**src/design/rfalu_pkg.sv**
```systemverilog
// Package: request/result types and operation codes for the register-file ALU.
`timescale 1ns / 1ps
`default_nettype none
package rfalu_pkg;

    localparam int unsigned DATA_W = 64;
    localparam int unsigned IDX_W  = 8;
    localparam int unsigned KIND_W = 5;

    localparam logic [KIND_W-1:0] OP_MOV  = 5'd0;
    localparam logic [KIND_W-1:0] OP_ADD  = 5'd1;
    localparam logic [KIND_W-1:0] OP_SUB  = 5'd2;
    localparam logic [KIND_W-1:0] OP_MUL  = 5'd3;
    localparam logic [KIND_W-1:0] OP_SDIV = 5'd4;
    localparam logic [KIND_W-1:0] OP_UDIV = 5'd5;
    localparam logic [KIND_W-1:0] OP_SREM = 5'd6;
    localparam logic [KIND_W-1:0] OP_UREM = 5'd7;
    localparam logic [KIND_W-1:0] OP_AND  = 5'd8;
    localparam logic [KIND_W-1:0] OP_OR   = 5'd9;
    localparam logic [KIND_W-1:0] OP_XOR  = 5'd10;
    localparam logic [KIND_W-1:0] OP_SHL  = 5'd11;
    localparam logic [KIND_W-1:0] OP_LSHR = 5'd12;
    localparam logic [KIND_W-1:0] OP_ASHR = 5'd13;
    localparam logic [KIND_W-1:0] OP_NOT  = 5'd14;
    localparam logic [KIND_W-1:0] OP_EQ   = 5'd15;
    localparam logic [KIND_W-1:0] OP_NE   = 5'd16;
    localparam logic [KIND_W-1:0] OP_SLT  = 5'd17;
    localparam logic [KIND_W-1:0] OP_SLE  = 5'd18;
    localparam logic [KIND_W-1:0] OP_SGT  = 5'd19;
    localparam logic [KIND_W-1:0] OP_SGE  = 5'd20;
    localparam logic [KIND_W-1:0] OP_ULT  = 5'd21;
    localparam logic [KIND_W-1:0] OP_ULE  = 5'd22;
    localparam logic [KIND_W-1:0] OP_UGT  = 5'd23;
    localparam logic [KIND_W-1:0] OP_UGE  = 5'd24;

    typedef struct packed {
        logic [KIND_W-1:0] kind;
        logic [IDX_W-1:0]  dest_reg;
        logic              use_immediate;
        logic [IDX_W-1:0]  src_reg;
        logic [DATA_W-1:0] immediate;
    } req_t;

    typedef struct packed {
        logic [IDX_W-1:0]  written_reg;
        logic [DATA_W-1:0] written_value;
        logic              divide_by_zero;
    } rsp_t;

    // Divider control between the sequencer and the divide unit.
    typedef struct packed {
        logic start;
        logic sgn;
    } div_ctl_t;

endpackage
`default_nettype wire

```
**src/design/rfalu_div.sv**
```systemverilog
// Iterative 64-bit divider, one quotient bit per cycle, signed or unsigned.
`timescale 1ns / 1ps
`default_nettype none
module rfalu_div
    import rfalu_pkg::*;
(
    input  wire logic              clk,
    input  wire logic              rst_n,
    input  wire div_ctl_t          ctl,
    input  wire logic [DATA_W-1:0] dividend,
    input  wire logic [DATA_W-1:0] divisor,
    output logic                   done,
    output logic [DATA_W-1:0]      quotient,
    output logic [DATA_W-1:0]      remainder
);

    logic              busy_reg, busy_next;
    logic [6:0]        cnt_reg, cnt_next;
    logic [DATA_W-1:0] q_reg, q_next;
    logic [DATA_W-1:0] r_reg, r_next;
    logic [DATA_W-1:0] d_reg, d_next;
    logic              qneg_reg, qneg_next;
    logic              rneg_reg, rneg_next;
    logic              done_reg, done_next;
    logic [DATA_W:0]   trial;
    logic [DATA_W-1:0] a_abs;
    logic [DATA_W-1:0] b_abs;

    always_comb
    begin
        a_abs = (ctl.sgn && dividend[DATA_W-1]) ? (~dividend + 1'b1) : dividend;
        b_abs = (ctl.sgn && divisor[DATA_W-1]) ? (~divisor + 1'b1) : divisor;
        trial = {r_reg, q_reg[DATA_W-1]} - {1'b0, d_reg};
        busy_next = busy_reg;
        cnt_next  = cnt_reg;
        q_next    = q_reg;
        r_next    = r_reg;
        d_next    = d_reg;
        qneg_next = qneg_reg;
        rneg_next = rneg_reg;
        done_next = 1'b0;
        if (ctl.start)
        begin
            busy_next = 1'b1;
            cnt_next  = 7'd0;
            q_next    = a_abs;
            r_next    = '0;
            d_next    = b_abs;
            qneg_next = ctl.sgn && (dividend[DATA_W-1] ^ divisor[DATA_W-1]);
            rneg_next = ctl.sgn && dividend[DATA_W-1];
        end
        else if (busy_reg)
        begin
            // Restoring step: shift in the next dividend bit and try the subtract.
            if (!trial[DATA_W])
            begin
                r_next = trial[DATA_W-1:0];
                q_next = {q_reg[DATA_W-2:0], 1'b1};
            end
            else
            begin
                r_next = {r_reg[DATA_W-2:0], q_reg[DATA_W-1]};
                q_next = {q_reg[DATA_W-2:0], 1'b0};
            end
            cnt_next = cnt_reg + 7'd1;
            if (cnt_reg == 7'(DATA_W - 1))
            begin
                busy_next = 1'b0;
                done_next = 1'b1;
            end
        end
    end

    always_ff @(posedge clk or negedge rst_n)
    begin
        if (!rst_n)
        begin
            busy_reg <= 1'b0;
            done_reg <= 1'b0;
        end
        else
        begin
            busy_reg <= busy_next;
            done_reg <= done_next;
        end
    end

    always_ff @(posedge clk)
    begin
        cnt_reg  <= cnt_next;
        q_reg    <= q_next;
        r_reg    <= r_next;
        d_reg    <= d_next;
        qneg_reg <= qneg_next;
        rneg_reg <= rneg_next;
    end

    assign done      = done_reg;
    assign quotient  = qneg_reg ? (~q_reg + 1'b1) : q_reg;
    assign remainder = rneg_reg ? (~r_reg + 1'b1) : r_reg;

endmodule
`default_nettype wire

```
**config.mk**
```make
export PLATFORM = sky130hd
export DESIGN_NAME = rfalu_div
export DESIGN_NICKNAME = d
export VERILOG_FILES = /design/src/design/rfalu_pkg.sv /design/src/design/rfalu_div.sv
export SDC_FILE = /design/constraint.sdc
export NUM_CORES = 1
export LEC_CHECK = 0
export ABC_AREA = 0
export BUFFER_PORTS_ARGS = -buffer_cell sky130_fd_sc_hd__buf_2
export CAP_MARGIN = 20
export CORE_MARGIN = 8
export CORE_UTILIZATION = 30
export DETAILED_ROUTE_END_ITERATION = 12
export RECOVER_POWER = 50
export SYNTH_ARGS = -nofsm -noshare
export SYNTH_HDL_FRONTEND = slang
export SYNTH_SLANG_ARGS = --single-unit
```
**constraint.sdc**
```tcl
create_clock -name clk -period 4.35 [get_ports clk]
set_clock_uncertainty 0.15 [all_clocks]
set_input_delay 0.435 -clock clk [delete_from_list [all_inputs] [get_ports clk]]
set_output_delay 0.435 -clock clk [all_outputs]
set_load 0.005 [all_outputs]
```
### Yosys cells after proc, flatten, opt, wreduce, memory -nomap -nowiden

Cells that the tools add are included.

* flip-flop bits (word level): 203
* input bits: 132
* output and inout port bits: 129
* word-level logic and storage cells: 38

* add/subtract/negate cells: 6
* equal/unequal tests: 1
* mux-type cells: 14
* bitwise gates (word level): 5
* reductions and logical operators: 4

Operators with widths (count)
* 64-bit two-way mux: 7
* 64-bit by 1-bit adder with 64-bit output, second input constant: 4
* 64-bit inverter: 4
* 65-bit by 64-bit subtractor with 65-bit output: 1
* 7-bit by 1-bit adder with 7-bit output, second input constant: 1
* 7-bit by 6-bit == test with 1-bit output, second input constant: 1
* 1-bit two-way mux: 7
* 1-bit logical AND: 3
* 2-bit nonzero test: 1
* 1-bit bitwise XOR: 1

### Depth between registers and ports, before layout

Gate-level depths: netlist of the first run.

* depth in word-level cells: 4
* mapped depth: 16

### Worst setup path before layout of the first run

Ideal clock, no wire load.

* path type: reg-to-output
* start: reg r_reg[27]
* end: out remainder[61]
* data arrival time: 3.298 ns
* required time: 3.765 ns
* slack: 0.467 ns
* cell stages (with the launch flop): 11
* path buffers: 0
* cell sequence: dfxtp_1 -> or3_4 -> or3_4 -> or3_4 -> or3_4 -> or3_4 -> or3_4 -> nand2b_4 -> or2_4 -> o41ai_4 -> xnor2_1

* cells in the longest elaborated chain, start to end: 3

RTL lines
* start, declared: line rfalu_div.sv:20 `logic [DATA_W-1:0] r_reg, r_next;`
* start signal, assigned: line rfalu_div.sv:92 `r_reg <= r_next;`
* 64-bit inverter: line rfalu_div.sv:100 `assign remainder = rneg_reg ? (~r_reg + 1'b1) : r_reg;`
* 64-bit by 1-bit adder with 64-bit output: line rfalu_div.sv:100
* 64-bit two-way mux: line rfalu_div.sv:100
* end, declared: line rfalu_div.sv:14 `output logic [DATA_W-1:0] remainder`

No other way between the ends.

### Worst setup path in the final report of the first run

Same ends and word-level chain as after synthesis.

==> impl_metrics.yaml, run 1 <==
run_status:
  status: "finished, violations left"
  violations: "max-capacitance violations, max-slew violations, negative setup slack"
layout:
  nFillCells: 5826
  post_layout_nonfiller_instances: 3163
  area_growth_syn_to_layout_pct: 23.0
  seqCellArea_um2: 5380
  multi_input_area_um2: 11400
  nets: 2585
  drive_gt1_share_pct: 20.0
clocking:
  cts_inserted_buffers: 28
  cts_tree: "done"
  worst_skew_pair.late_latency_ps: 560
  htreeDepth: 1
  clockBufferDepth: 3
  clk_pin_slew_worst_paths_ps: 60
  cts_sinks: 203
  cts_root_buf: "clkbuf_16"
logic_synthesis:
  ys_async_sr_fraction_pct: 0.985
  synth_compound_area_share_pct: 22.1
  synth-adder-area-share_pct: 5.15
  synthSimpleGateAreaFrac_pct: 19.3
  synth_commonest_cells: "nor2_1 (230), a21oi_1 (218), xnor2_1 (218)"
  synth_top_family_by_area: "compound AO/OA/AOI/OAI gates"
  ys_types: 73
  syn-num-nets: 2308
  synth_edf_count: 130
  yosysWarningCount: 0
  synth.most_common_cell: "nor2_1"
  syn_area_per_cell_um2: 8.14
  synth-seq-cells: 203
  synth_top_area_share_pct: 22.8
  muxShareOfSynthArea_pct: 1.47
  yosysTopAreaCell: "edfxtp_1"
  yosys.area_share.xor_xnor_pct: 15.7
  syn_inst: 2106
  netlist_top_cells_area: "edfxtp_1 (23%), xnor2_1 (11%), dfxtp_1 (8.3%), a21oi_1 (6.4%), ha_1 (5.0%)"
  synth_top_flop_cell: "edfxtp_1"
  synth_area_um2: 17100
  ys_seq_area_share_pct: 31.3
detailed_routing:
  drc: 0
  drt_iter0_markers: 1321
  wire_per_inst_um: 19.0
  firstDrtPassIters: 5
  via_per_inst: 5.31
  antenna_left: 0
  vias: 16800
  routed_wl_um: 60100
floorplanning:
  start_util_pct: 30.4
  rows: 87
  io_pins: 261
  fp.dieW_um: 255
  core_um2: 56500
  die_y_um: 255
  die_area_um2: 65100
worst_setup_path:
  crit_path_end_kind: "output port"
  rr_worst_depth: 10
  path_max_fanout: 3
  r2r-end: "r_reg[63]"
  rr_startpoint: "r_reg[19]"
  critPathArrivalTime_ps: 3990
  start_kind: "flip-flop"
  r2r_slack_ps: 330
  crit_type: "reg -> out"
  cp.required_ps: 3760
grt:
  grt_pass1_wl_um: 90700
  grt_max_degree: 169
  grt_antenna_before_repair: 11
  grt_pass1_vias: 16100
  track_usage_pct: 17.3
  grt_remaining_overflow: 0
timing:
  finalSetupViolations: 18
  setup_tns_ps: -1590
  worst_pin_slew_ps: 2200
  max_freq_mhz: 219
  period_share_pct: 105
  rsz0062_at_grt: "true"
  hold_ws_ps: 22.8
  hold_viol: 0
  relSlewSlack_pct: -46.5
  slew_violations: 243
  min_period_ps: 4570
  fin_ws_ps: -222
worst_hold_path:
  hp-start: "divisor[36]"
  holdCritPathClass: "in -> reg"
  hold_depth: 2
  holdPathEnd: "d_reg[36]"
power:
  irDropWorstVdd_mv: 0.281
  p_per_area_nw_per_um2: 294
  p_leak_nw: 8.72
placement:
  io_buffers: 260
  dpl.hpwl_um: 46700
  dp.cells: 3081
  place.gp.congestion: 0.930
  dp_slack_ps: 2.91
flow_run:
  max_cap_viol_count: 3
==> layer usage <==
metal / global-route usage (%) / routed length (um)
met1: 22.7 / 26700
met2: 29.4 / 28100
met3: 2.68 / 3680
met4: 4.78 / 1600
met5: 0 / 45
==> worst max-delay path: stages (launching register included) <==
cell and delay, ps:
dfxtp_2 310, or3_4 380, or3_4 330, or3_4 330, or3_4 350, or3_4 350
or3_4 350, nand2b_4 170, or2_4 260, o41ai_4 260, xnor2_2 180, buf_2 150
==> cell usage in the layout (no fill, tap or decap), types with 29 or more instances in the layout <==
cell type    n
clkbuf_16   29
o31ai_1     49
a21oi_1    218
nand4_1     29
dfxtp_1     70
nor2_1     228
a211oi_1    48
inv_1      105
buf_2      254
edfxtp_1   130
xnor2_1    209
nor3_1      41
xor2_1      90
buf_4       85
o21ai_0    121
a21o_1      30
or3_1       33
nand2_1    151
ha_1        69
==> final cells by class <==
cell class | count | area share (%)
Clock inverter | 16 | 0.753
Antenna cell | 2 | 0.0237
Sequential cell | 203 | 25.5
Timing Repair Buffer | 364 | 9.94
Clock buffer | 36 | 3.61
Tap cell | 756 | 4.49
Multi-Input combinational cell | 1681 | 53.8
Inverter | 105 | 1.87
==> how the worst max path moves through the flow <==
stage | from | endpoint | slack, ps
final | r_reg[27] | remainder[61] | -220
after global routing | r_reg[27] | remainder[61] | -310
after CTS | r_reg[27] | remainder[61] | -320
after detailed placement | q_reg[15] | quotient[61] | 3
after global placement | q_reg[15] | quotient[61] | 100
after floorplan | r_reg[27] | remainder[61] | 470
==> power by group <==
part / internal (mW) / switching [mW] / total, mW
combinational: 0.654 / 0.857 / 1.51
clock: 1.41 / 0.904 / 2.31
sequential: 2.23 / 0.142 / 2.37
==> kinds of logic (layout without fill, tap and decap cells) <==
family | after synthesis | in the layout
and+or+nand+nor | 668 | 669
AOI/OAI and AO/OA | 609 | 609
xor gates and xnor gates | 308 | 308
buffers and inverters | 223 | 521
DFF | 203 | 203
adders and majority gates | 70 | 70
muxes | 25 | 25
other | 0 | 2
==> what timing repair did <==
action / 4_1_cts / 5_1_grt
hold endpoints to repair: 3 / 0
gates cloned: 1 / 0
pin swaps: 21 / 17
buffers inserted: 19 / 6
endpoints found under the setup margin: 33 / 40
hold buffers: 2 / 0
resized for setup: 54 / 33
==> per-stage QoR <==
stage	util (%)	total power, mW	area [um^2]
detailed placement	34.7	3.85	19600
finish	37.3	6.19	21100
global route	37.3	6.48	21100
CTS	37.1	6.23	20900
floorplan	-	3.20	17100
global placement	34.6	3.83	19600
Power figures use the tool's default switching activity.
==> inputs of run 2 (changes only) <==
--- a/config.mk
+++ b/config.mk
@@ -7,11 +7,12 @@
 export LEC_CHECK = 0
 export ABC_AREA = 0
 export BUFFER_PORTS_ARGS = -buffer_cell sky130_fd_sc_hd__buf_2
-export CAP_MARGIN = 20
+export CAP_MARGIN = 0
 export CORE_MARGIN = 8
 export CORE_UTILIZATION = 30
 export DETAILED_ROUTE_END_ITERATION = 12
 export RECOVER_POWER = 50
+export REMOVE_ABC_BUFFERS = 1
 export SYNTH_ARGS = -nofsm -noshare
 export SYNTH_HDL_FRONTEND = slang
 export SYNTH_SLANG_ARGS = --single-unit
==> impl_metrics.yaml, run 2 (synthesized netlist as in run 1, its figures left out) <==
worst_setup_path:
  critPathArrivalTime_ps: 3940
  start_kind: "flip-flop"
  crit_type: "reg -> out"
  r2r_slack_ps: 290
  cp.required_ps: 3760
  rr_worst_depth: 11
  path_max_fanout: 3
  crit_path_end_kind: "output port"
clocking:
  cts_root_buf: "clkbuf_16"
  clk_pin_slew_worst_paths_ps: 50
  cts_sinks: 203
  clockBufferDepth: 3
  worst_skew_pair.late_latency_ps: 550
  htreeDepth: 1
  cts_tree: "done"
  cts_inserted_buffers: 27
placement:
  dp.cells: 3089
  place.gp.congestion: 0.941
  io_buffers: 260
  dp_slack_ps: -3.68
  dpl.hpwl_um: 46900
detailed_routing:
  drc: 0
  firstDrtPassIters: 6
  via_per_inst: 5.27
  wire_per_inst_um: 18.8
  drt_iter0_markers: 1355
  wl_met2_um: 28400
  antenna_left: 0
  vias: 16700
  wl_met3_um: 3420
  met1_length_um: 26300
  routed_wl_um: 59300
  top_layer: "met5"
timing:
  relSlewSlack_pct: -36.1
  period_share_pct: 104
  hold_viol: 0
  finalSetupViolations: 9
  fin_ws_ps: -177
  slew_violations: 380
  min_period_ps: 4530
  worst_pin_slew_ps: 2040
  rsz0062_at_grt: "true"
  setup_tns_ps: -824
  max_freq_mhz: 221
floorplanning:
  core_um2: 56500
  io_pins: 261
  start_util_pct: 30.4
  die_area_um2: 65100
  fp.dieW_um: 255
  die_y_um: 255
  rows: 87
power:
  irDropWorstVdd_mv: 0.275
  p_leak_nw: 8.67
  design_power_total_mw: 6.13
  p_per_area_nw_per_um2: 291
grt:
  grt_max_degree: 137
  grt_antenna_before_repair: 6
  grt_pass1_wl_um: 91000
  track_usage_pct: 17.4
  grt_pass1_vias: 16300
  grt_remaining_overflow: 0
layout:
  nFillCells: 5799
  final_common_cell: "buf_2"
  final_cell_mix: "buf_2 (254), nor2_1 (228), a21oi_1 (218)"
  post_layout_nonfiller_instances: 3161
  drive_gt1_share_pct: 20.0
  nets: 2584
  area_growth_syn_to_layout_pct: 22.8
worst_hold_path:
  hold_depth: 2
  holdCritPathClass: "in -> reg"
flow_run:
  max_cap_viol_count: 6
run_status:
  status: "finished, violations left"
  violations: "max-capacitance violations, max-slew violations, negative setup slack"
run 2: cell count changes in the layout (fill, tap and decap cells not counted), moves of 2 or more:
cell	change
buf_4	+6
clkbuf_1	-5
clkbuf_16	-2
clkbuf_8	+2
clkinv_2	-3
o21ai_1	-3
xnor2_1	+7
xnor2_2	-6
run 2: layout make-up:
type / instances / area (um^2) / share of cell area, %
multi-input cells: 1681 / 11300 / 53.8
flip-flops and latches: 203 / 5380 / 25.5
repair buffers: 364 / 2110 / 10.0
well taps: 756 / 946 / 4.49
clock buffers: 36 / 739 / 3.51
inverters: 105 / 394 / 1.87
clock inverters: 13 / 149 / 0.707
diodes: 3 / 7.51 / 0.0357
run 2: worst paths after layout:
kind,start,to
max,r_reg[27],remainder[61]
min,divisor[28],d_reg[28]
max reg2reg,r_reg[34],r_reg[63]
min reg2reg,cnt_reg[5],cnt_reg[5]
max in group asynchronous,rst_n,done
min in group asynchronous,rst_n,busy_reg
run 2: stage by stage:
step,utilization [%],hold WS (ps),instance area (um^2)
finish,37.3,58.4,21100
detailed placement,34.8,85.4,19600
global route,37.3,44.7,21000
global placement,34.8,82.8,19600
floorplan,-,-10.6,16700
CTS,36.9,21.4,20900
run 2: what timing repair did:
action | in CTS | in global routing
pin swaps | 15 | 24
resized for setup | 47 | 38
hold buffers | 2 | 0
setup endpoints to repair | 32 | 43
hold endpoints to repair | 3 | 0
setup buffers | 13 | 7
gates cloned | 1 | 0
run 2: worst max-delay path, stage by stage (launching register included):
cell and delay (ps):
dfxtp_2 320, or3_4 380, or3_4 340, or3_4 340
or3_4 340, or3_4 390, or3_4 360, nand2b_4 160
or2_4 270, o41ai_4 220, xnor2_1 150, buf_2 130
run 2: routing by layer:
layer / track usage, % / vias up
li1: - / 8168
met1: 22.5 / 7894
met2: 30.1 / 505
met3: 2.75 / 81
met4: 4.06 / 4
met5: 0 / -
run 2: power breakdown:
group / total, mW / internal, mW / switching, mW
logic: 1.51 / 0.649 / 0.865
clock network: 2.25 / 1.36 / 0.889
registers: 2.36 / 2.23 / 0.134
